`src/rtl/rm3s_pkg.sv`:
```
package rm3s_pkg;

  localparam int RANGE_W   = 16;
  localparam int RAW_W     = 16;
  localparam int TIME_W    = 32;
  localparam int OUT_W     = 15;
  localparam int SHORT_W   = 10;
  localparam int LONG_W    = 14;
  localparam int CFG_W     = 14;
  localparam int CFG_IDX_W = 3;
  localparam int WIDE_W    = 34;
  localparam int SLOT_N    = 3;
  localparam int SLOT_W    = 2;
  localparam int OUT_MAX   = 32767;

  typedef enum logic [CFG_IDX_W-1:0] {
    REG_GROUND  = 3'd0,
    REG_POLL    = 3'd1,
    REG_DELAY   = 3'd2,
    REG_FRESH   = 3'd3,
    REG_TIMEOUT = 3'd4
  } cfg_reg_t;

  localparam logic [SHORT_W-1:0] GROUND_RST  = 10'd5;
  localparam logic [SHORT_W-1:0] POLL_RST    = 10'd50;
  localparam logic [SHORT_W-1:0] DELAY_RST   = 10'd25;
  localparam logic [LONG_W-1:0]  FRESH_RST   = 14'd500;
  localparam logic [LONG_W-1:0]  TIMEOUT_RST = 14'd200;

  typedef struct packed {
    logic [SHORT_W-1:0] ground_range_cm;
    logic [SHORT_W-1:0] poll_period_ms;
    logic [SHORT_W-1:0] sample_delay_ms;
    logic [LONG_W-1:0]  fresh_age_ms;
    logic [LONG_W-1:0]  no_data_timeout_ms;
  } cfg_t;

  typedef struct packed {
    logic [TIME_W-1:0]       now_ms;
    logic                    sensor_healthy;
    logic signed [RAW_W-1:0] raw_range_cm;
    logic                    takeoff_seen;
  } in_item_t;

  typedef struct packed {
    logic [OUT_W-1:0]  range_cm;
    logic [TIME_W-1:0] stamp_ms;
    logic              from_fallback;
  } out_item_t;

  function automatic logic signed [RANGE_W-1:0] clip_range(logic signed [RAW_W-1:0] v);
    logic signed [WIDE_W-1:0] ext;
    logic signed [WIDE_W-1:0] hi;
    logic signed [WIDE_W-1:0] lo;
    logic signed [WIDE_W-1:0] res;
    ext = WIDE_W'(v);
    hi  = (WIDE_W'(1) <<< (RANGE_W - 1)) - WIDE_W'(1);
    lo  = -hi - WIDE_W'(1);
    if (ext > hi) begin
      res = hi;
    end else if (ext < lo) begin
      res = lo;
    end else begin
      res = ext;
    end
    return res[RANGE_W-1:0];
  endfunction

endpackage

```
`src/rtl/rm3s_core.sv`:
```
module rm3s_core
  import rm3s_pkg::*;
(
  input  logic      clk,
  input  logic      rst_n,
  input  cfg_t      cfg,
  input  in_item_t  item,
  input  logic      fire,
  output logic      emit,
  output out_item_t result
);

  logic [TIME_W-1:0]        last_poll_r;
  logic [SLOT_W-1:0]        write_slot_r;
  logic [TIME_W-1:0]        slot_times_r [SLOT_N];
  logic signed [RANGE_W-1:0] slot_ranges_r [SLOT_N];
  logic [TIME_W-1:0]        last_emit_r;
  logic [TIME_W-1:0]        last_valid_r;

  logic                     poll;
  logic                     wr;
  logic [SLOT_W-1:0]        slot_nxt;
  logic [TIME_W-1:0]        stamp_new;
  logic signed [RANGE_W-1:0] range_new;
  logic [TIME_W-1:0]        cur_t [SLOT_N];
  logic signed [RANGE_W-1:0] cur_r [SLOT_N];
  logic [SLOT_N-1:0]        fresh;
  logic [TIME_W-1:0]        age;
  logic                     all_fresh;
  logic                     lo_idx;
  logic [SLOT_W-1:0]        med_idx;
  logic signed [RANGE_W-1:0] med_r;
  logic [TIME_W-1:0]        med_t;
  logic signed [WIDE_W-1:0] med_ext;
  logic signed [WIDE_W-1:0] gnd_ext;
  logic signed [WIDE_W-1:0] out_ext;
  logic                     timeout_hit;
  logic                     emit_med;
  logic                     emit_fb;
  logic [TIME_W-1:0]        last_emit_nxt;

  always_comb begin
    poll      = (item.now_ms - last_poll_r) > TIME_W'(cfg.poll_period_ms);
    wr        = poll && item.sensor_healthy;
    slot_nxt  = (write_slot_r >= SLOT_W'(SLOT_N - 1)) ? '0 : write_slot_r + SLOT_W'(1);
    stamp_new = item.now_ms - TIME_W'(cfg.sample_delay_ms);
    range_new = clip_range(item.raw_range_cm);
    for (int i = 0; i < SLOT_N; i++) begin
      if (wr && slot_nxt == SLOT_W'(i)) begin
        cur_t[i] = stamp_new;
        cur_r[i] = range_new;
        age      = TIME_W'(cfg.sample_delay_ms);
      end else begin
        cur_t[i] = slot_times_r[i];
        cur_r[i] = slot_ranges_r[i];
        age      = item.now_ms - slot_times_r[i];
      end
      fresh[i] = age < TIME_W'(cfg.fresh_age_ms);
    end
    all_fresh = &fresh;

    // lo is slot 1 only when slot 0 is strictly greater
    lo_idx = cur_r[0] > cur_r[1];
    if (cur_r[2] > cur_r[!lo_idx]) begin
      med_idx = SLOT_W'(!lo_idx);
    end else if (cur_r[2] < cur_r[lo_idx]) begin
      med_idx = SLOT_W'(lo_idx);
    end else begin
      med_idx = SLOT_W'(2);
    end
    case (med_idx)
      2'd0:    begin med_r = cur_r[0]; med_t = cur_t[0]; end
      2'd1:    begin med_r = cur_r[1]; med_t = cur_t[1]; end
      default: begin med_r = cur_r[2]; med_t = cur_t[2]; end
    endcase

    med_ext = WIDE_W'(med_r);
    gnd_ext = $signed(WIDE_W'(cfg.ground_range_cm));
    if (med_ext < gnd_ext) begin
      out_ext = gnd_ext;
    end else if (med_ext > WIDE_W'(OUT_MAX)) begin
      out_ext = WIDE_W'(OUT_MAX);
    end else begin
      out_ext = med_ext;
    end

    timeout_hit = (item.now_ms - last_valid_r) > TIME_W'(cfg.no_data_timeout_ms);
    emit_med    = poll && all_fresh;
    emit_fb     = poll && !all_fresh && !item.takeoff_seen && timeout_hit;
    emit        = emit_med || emit_fb;

    if (emit_med) begin
      last_emit_nxt        = (med_t > last_emit_r) ? med_t : last_emit_r;
      result.range_cm      = out_ext[OUT_W-1:0];
      result.stamp_ms      = last_emit_nxt;
      result.from_fallback = 1'b0;
    end else begin
      last_emit_nxt        = emit_fb ? item.now_ms : last_emit_r;
      result.range_cm      = OUT_W'(cfg.ground_range_cm);
      result.stamp_ms      = item.now_ms;
      result.from_fallback = 1'b1;
    end
  end

  always_ff @(posedge clk) begin
    if (!rst_n) begin
      last_poll_r  <= '0;
      write_slot_r <= '0;
      last_emit_r  <= '0;
      last_valid_r <= '0;
      for (int i = 0; i < SLOT_N; i++) begin
        slot_times_r[i]  <= '0;
        slot_ranges_r[i] <= '0;
      end
    end else if (fire && poll) begin
      last_poll_r <= item.now_ms;
      last_emit_r <= last_emit_nxt;
      if (wr) begin
        write_slot_r <= slot_nxt;
        for (int i = 0; i < SLOT_N; i++) begin
          slot_times_r[i]  <= cur_t[i];
          slot_ranges_r[i] <= cur_r[i];
        end
      end
      if (emit) begin
        last_valid_r <= item.now_ms;
      end
    end
  end

endmodule

```
`src/rtl/range_median3_sampler_unit.sv`:
```
// channel   dir   handshake              payload
// in        in    in_valid / in_ready    in_data    (in_item_t)
// out       out   out_valid / out_ready  out_data   (out_item_t)
// cfg       in    cfg_we                 cfg_index, cfg_wdata
//
// one tick per cycle sustained unless the output register stalls a result;
// a tick is held in the input register, its result in the output register
// a tick that causes no result leaves the input register without stalling
// synchronous active-low reset empties both registers, clears the state and
// loads the config defaults
// a full output register stalls only a tick that produces a result
module range_median3_sampler_unit
  import rm3s_pkg::*;
(
  input  logic                 clk,
  input  logic                 rst_n,
  input  logic                 in_valid,
  output logic                 in_ready,
  input  in_item_t             in_data,
  output logic                 out_valid,
  input  logic                 out_ready,
  output out_item_t            out_data,
  input  logic                 cfg_we,
  input  logic [CFG_IDX_W-1:0] cfg_index,
  input  logic [CFG_W-1:0]     cfg_wdata
);

  cfg_t      cfg_r;
  logic      s1_valid_r;
  in_item_t  s1_item_r;
  logic      out_valid_r;
  out_item_t out_data_r;

  logic      core_emit;
  out_item_t core_result;
  logic      out_free;
  logic      s1_go;
  logic      in_xfer;
  logic      s1_valid_nxt;
  logic      out_valid_nxt;

  rm3s_core u_core (
    .clk    (clk),
    .rst_n  (rst_n),
    .cfg    (cfg_r),
    .item   (s1_item_r),
    .fire   (s1_go),
    .emit   (core_emit),
    .result (core_result)
  );

  always_comb begin
    out_free      = !out_valid_r || out_ready;
    s1_go         = s1_valid_r && (!core_emit || out_free);
    in_ready      = !s1_valid_r || s1_go;
    in_xfer       = in_valid && in_ready;
    s1_valid_nxt  = in_xfer || (s1_valid_r && !s1_go);
    out_valid_nxt = (s1_go && core_emit) || (out_valid_r && !out_ready);
  end

  assign out_valid = out_valid_r;
  assign out_data  = out_data_r;

  always_ff @(posedge clk) begin
    if (!rst_n) begin
      s1_valid_r  <= 1'b0;
      out_valid_r <= 1'b0;
    end else begin
      s1_valid_r  <= s1_valid_nxt;
      out_valid_r <= out_valid_nxt;
    end
  end

  always_ff @(posedge clk) begin
    if (in_xfer) begin
      s1_item_r <= in_data;
    end
    if (s1_go && core_emit) begin
      out_data_r <= core_result;
    end
  end

  always_ff @(posedge clk) begin
    if (!rst_n) begin
      cfg_r.ground_range_cm    <= GROUND_RST;
      cfg_r.poll_period_ms     <= POLL_RST;
      cfg_r.sample_delay_ms    <= DELAY_RST;
      cfg_r.fresh_age_ms       <= FRESH_RST;
      cfg_r.no_data_timeout_ms <= TIMEOUT_RST;
    end else if (cfg_we) begin
      case (cfg_reg_t'(cfg_index))
        REG_GROUND:  cfg_r.ground_range_cm    <= cfg_wdata[SHORT_W-1:0];
        REG_POLL:    cfg_r.poll_period_ms     <= cfg_wdata[SHORT_W-1:0];
        REG_DELAY:   cfg_r.sample_delay_ms    <= cfg_wdata[SHORT_W-1:0];
        REG_FRESH:   cfg_r.fresh_age_ms       <= cfg_wdata[LONG_W-1:0];
        REG_TIMEOUT: cfg_r.no_data_timeout_ms <= cfg_wdata[LONG_W-1:0];
        default: ;
      endcase
    end
  end

  // reset empties both stages
  a_reset_empty: assert property (@(posedge clk)
    !rst_n |=> !s1_valid_r && !out_valid_r)
    else $error("stages not empty after reset");

  // a held tick keeps its payload in the input register
  a_s1_hold: assert property (@(posedge clk) disable iff (!rst_n)
    s1_valid_r && !s1_go |=> s1_valid_r && $stable(s1_item_r))
    else $error("input register lost a stalled tick");

  // a result is only loaded into a free output register
  a_no_overwrite: assert property (@(posedge clk) disable iff (!rst_n)
    s1_go && core_emit |-> out_free)
    else $error("output register overwritten");

  // an empty input register always takes a transfer
  a_ready_when_empty: assert property (@(posedge clk) disable iff (!rst_n)
    !s1_valid_r |-> in_ready)
    else $error("not ready with empty input register");

endmodule

```
`config.mk`:
```
export PLATFORM = sky130hd
export DESIGN_NAME = range_median3_sampler_unit
export DESIGN_NICKNAME = d
export VERILOG_FILES = /design/src/rtl/rm3s_pkg.sv /design/src/rtl/rm3s_core.sv /design/src/rtl/range_median3_sampler_unit.sv
export SDC_FILE = /design/constraint.sdc
export NUM_CORES = 1
export LEC_CHECK = 0
export BUFFER_PORTS_ARGS = -buffer_cell sky130_fd_sc_hd__buf_2
export CORE_AREA = 8 8 311 313
export CTS_CLUSTER_SIZE = 10
export DETAILED_ROUTE_END_ITERATION = 8
export DIE_AREA = 0 0 319 321
export RECOVER_POWER = 50
export SYNTH_ARGS = -nofsm -noshare
export SYNTH_HDL_FRONTEND = slang
export SYNTH_SLANG_ARGS = --single-unit
```
`constraint.sdc`:
```
create_clock -name clk -period 19.4 [get_ports clk]
set_clock_uncertainty 0.05 [all_clocks]
set_input_delay 5.82 -clock clk [delete_from_list [all_inputs] [get_ports clk]]
set_output_delay 5.82 -clock clk [all_outputs]
set_load 0.005 [all_outputs]
```
==> metrics.txt <==
Routability Congestion between 0.9 and 1; IR drop worst, VDD roughly 0.074 mV; synthesized area per cell 8.36 um^2; CP max FO 66; WHS Endpoint u_core.last_emit_r[7]$_SDFFE_PN0P_; Syn Nets 4206; worst hold slack 0.404 ns; Pins Over Slew Limit 393; crit share post-route roughly 93%; Die ar. 102000 um^2; Max-Cap Viols 9; gr ovfl total 0; initial antenna violation count 0; RSZ-0062 raised after global routing false; fin nets 4280; core box area 92200 um^2; share of layout cells above drive strength 1 6.50%; Clock Latency Late Sink 0.61 ns; Rows 112; Leakage Power approximately 0.015 uW; Post-Route WL between 100000 and 150000 um; Starting Density 34.6%; Data required, critical path 13.53 ns; DP HPWL between 80000 and 90000 um; worst reg2reg path startpoint s1_item_r[19]$_DFFE_PP_; setup TNS 0 ns; CTS tree yes; commonest cells after routing, fill and taps aside 419 x nor2_1, 391 x nand2_1, 362 x inv_1; failing checks capacitance limit, slew limit; Die Y 321 um; f_max 55.6 MHz; die width 319 um; largest net degree at the start of global routing roughly 100; synth unique cells 99; WHS Path Cells 2; Worst-path clk slew around 0.06 ns; hold buffers post-CTS 0; area leader, netlist edfxtp_1; reg-to-reg slack, setup 2.22 ns; first-iteration detailed-routing DRC count 2511; ys async rst share 0%; io pins about 120; Clock Path Buffers 3; post-synthesis sequential area ratio 32.7%; Pwr per Cell Area 85.6 nW/um^2; All-Layer GR Usage ~20%; clock buffer count from CTS 51; outcome finished with violations; # clock sinks 400; global routing usage on met1 about a quarter; routed vias/inst 5.55; critical register-to-register path endpoint u_core.last_emit_r[1]$_SDFFE_PN0P_; vias in the first global route 26656; top cell type's share of synthesized area around 23%; CP top delay family simple AND/OR/NAND/NOR gates; Post-Synthesis Cell Area ~32000 um^2; most common cell after layout, fill and taps aside nor2_1; DRT Pass-1 Iters 7; CP max-delay cell nand2_1; met3 Use GR 2.48%; remaining routing DRC violations 0; Setup crit end kind output port; overall power consumption 3030 uW; GRT busiest layer met2; first-pass GRT wire length 162000 um; synth warn 0; Tightest Pin Transition 3.87 ns; Core Util, Final 38.4%; Worst Path Arrival 12.10 ns; worst path bufs/invs 6; worst reg2reg path depth 70; setup violators final 0; Mapped Cells 3814; Worst setup SP type flip-flop; Slowest Stage Delay on Critical Path 1.04 ns; Relative slew margins -158%; H-tree depth 2; vias between 20000 and 30000; Antenna Nets Post-Route 0; Post-synth EDFFs 242; post_cts resized 0; IO Port Bufs roughly 120; Tmin final 17.97 ns; WS Path Type reg2out; top post-synthesis cells by area edfxtp_1 23%, ha_1 12%, dfxtp_1 9.9%; Area growth syn-to-layout 10.9%; Worst Min Path Start u_core.last_emit_r[7]$_SDFFE_PN0P_; FF+latch count, synth 400; met2 layer usage reported by global route about 34%; worst min-delay path class reg2reg; WL/cell roughly 21 um; main flop type after synthesis edfxtp_1; CTS root buffer clkbuf_16; post-CTS setup buffers 0; Final Hold Fails 0
[kinds of logic (layout without fill, tap and decap cells)]
family | after synthesis | count (layout) | share of synthesized area [%]
adder cells (fa/ha/maj) | 320 | 320 | 12.7
buffers and inverters | 516 | 628 | 6.27
other | 0 | 2 | 0
XOR/XNOR | 105 | 105 | 2.88
multiplexers | 230 | 230 | 7.51
AND/OR/NAND/NOR | 1227 | 1227 | 17.8
flip-flops | 400 | 400 | 32.7
AO/OA/AOI/OAI | 1016 | 1016 | 20.2
[flip-flops by register name, indices dropped and copies added, names as in the netlist]
| name | flops |
|---|---|
| s1_item_r | 50 |
| u_core.last_emit_r | 32 |
| s1_valid_r | 1 |
| u_core.last_poll_r | 32 |
| out_valid | 1 |
| u_core.write_slot_r | 2 |
| cfg_r | 58 |
| u_core.slot_times_r | 96 |
| u_core.slot_ranges_r | 48 |
| u_core.last_valid_r | 32 |
| out_data | 48 |
[report_power, final]
group	internal (uW)	switching [uW]
logic	419	681
clock network	573	389
registers	941	25.6
total	1930	1090
[stage by stage]
stage / cells / area [um^2] / worst slack [ns]
6_report: 5125 / 35400 / 1.43
5_1_grt: 5123 / 35400 / 0.894
4_1_cts: 5123 / 35500 / 2.95
3_5_place_dp: 5032 / 33900 / 3.01
3_3_place_gp: 5032 / 33900 / 3.43
2_1_floorplan: 3814 / 31900 / 5.60
[worst max-delay path by stage]
stage / start / to / slack [ns] / cells after the start
floorplan: s1_item_r[19]$_DFFE_PP_ / out_data[24]$_DFFE_PP_ / 5.60 / 71
global placement: s1_item_r[19]$_DFFE_PP_ / u_core.last_emit_r[1]$_SDFFE_PN0P_ / 3.43 / 72
detailed placement: s1_item_r[19]$_DFFE_PP_ / u_core.last_emit_r[1]$_SDFFE_PN0P_ / 3.01 / 72
CTS: s1_item_r[19]$_DFFE_PP_ / u_core.last_emit_r[1]$_SDFFE_PN0P_ / 2.95 / 70
global route: s1_item_r[19]$_DFFE_PP_ / in_ready / 0.89 / 37
finish: s1_item_r[19]$_DFFE_PP_ / in_ready / 1.43 / 37
[tightest hold or removal path: cells and delay by family (launching register included)]
| kind | cells | cell delay [ns] |
|---|---|---|
| flops | 1 | 0.31 |
| simple gates | 1 | 0.05 |
| compound gates | 1 | 0.05 |
[routing by layer]
metal	part of all wire, %	wire length (um)
met1	44	47400
met2	47	49800
met3	5.7	6050
met4	3.4	3620
met5	0	0
[synthesized netlist by cell type (9+ instances only)]
cell type,number
o22ai_1,13
mux2_4,10
nor2b_1,55
or3_1,13
buf_1,12
a21boi_0,15
o21bai_1,15
nor3_1,56
a2111oi_0,10
a211o_1,9
mux2_2,33
buf_2,23
xor2_1,48
clkbuf_1,111
nor3b_1,10
a22oi_1,34
a31oi_1,19
nor2_1,422
nand2_1,390
o21ai_0,226
inv_1,363
o31ai_1,24
and2_1,14
mux2i_1,187
and4_1,11
o2111ai_1,13
a21oi_1,339
nand3_1,63
nor4_1,27
edfxtp_1,242
o211ai_1,39
o21a_1,59
or4_1,10
a211oi_1,33
nand2b_1,54
ha_1,314
nand4_1,47
and3_1,24
xnor2_1,57
dfxtp_1,158
a21o_1,72
[area by class of cell]
type                            count  area [um^2]
Inverter                          365         1370
Clock inverter                      7         92.6
Multi-Input combinational cell   2898        19500
Tap cell                         1197         1500
Fill cell                        9485        56800
Antenna cell                        2         5.00
Sequential cell                   400        10400
Timing Repair Buffer              172          872
Clock buffer                       84         1570
(Power assumes the default switching activity.)
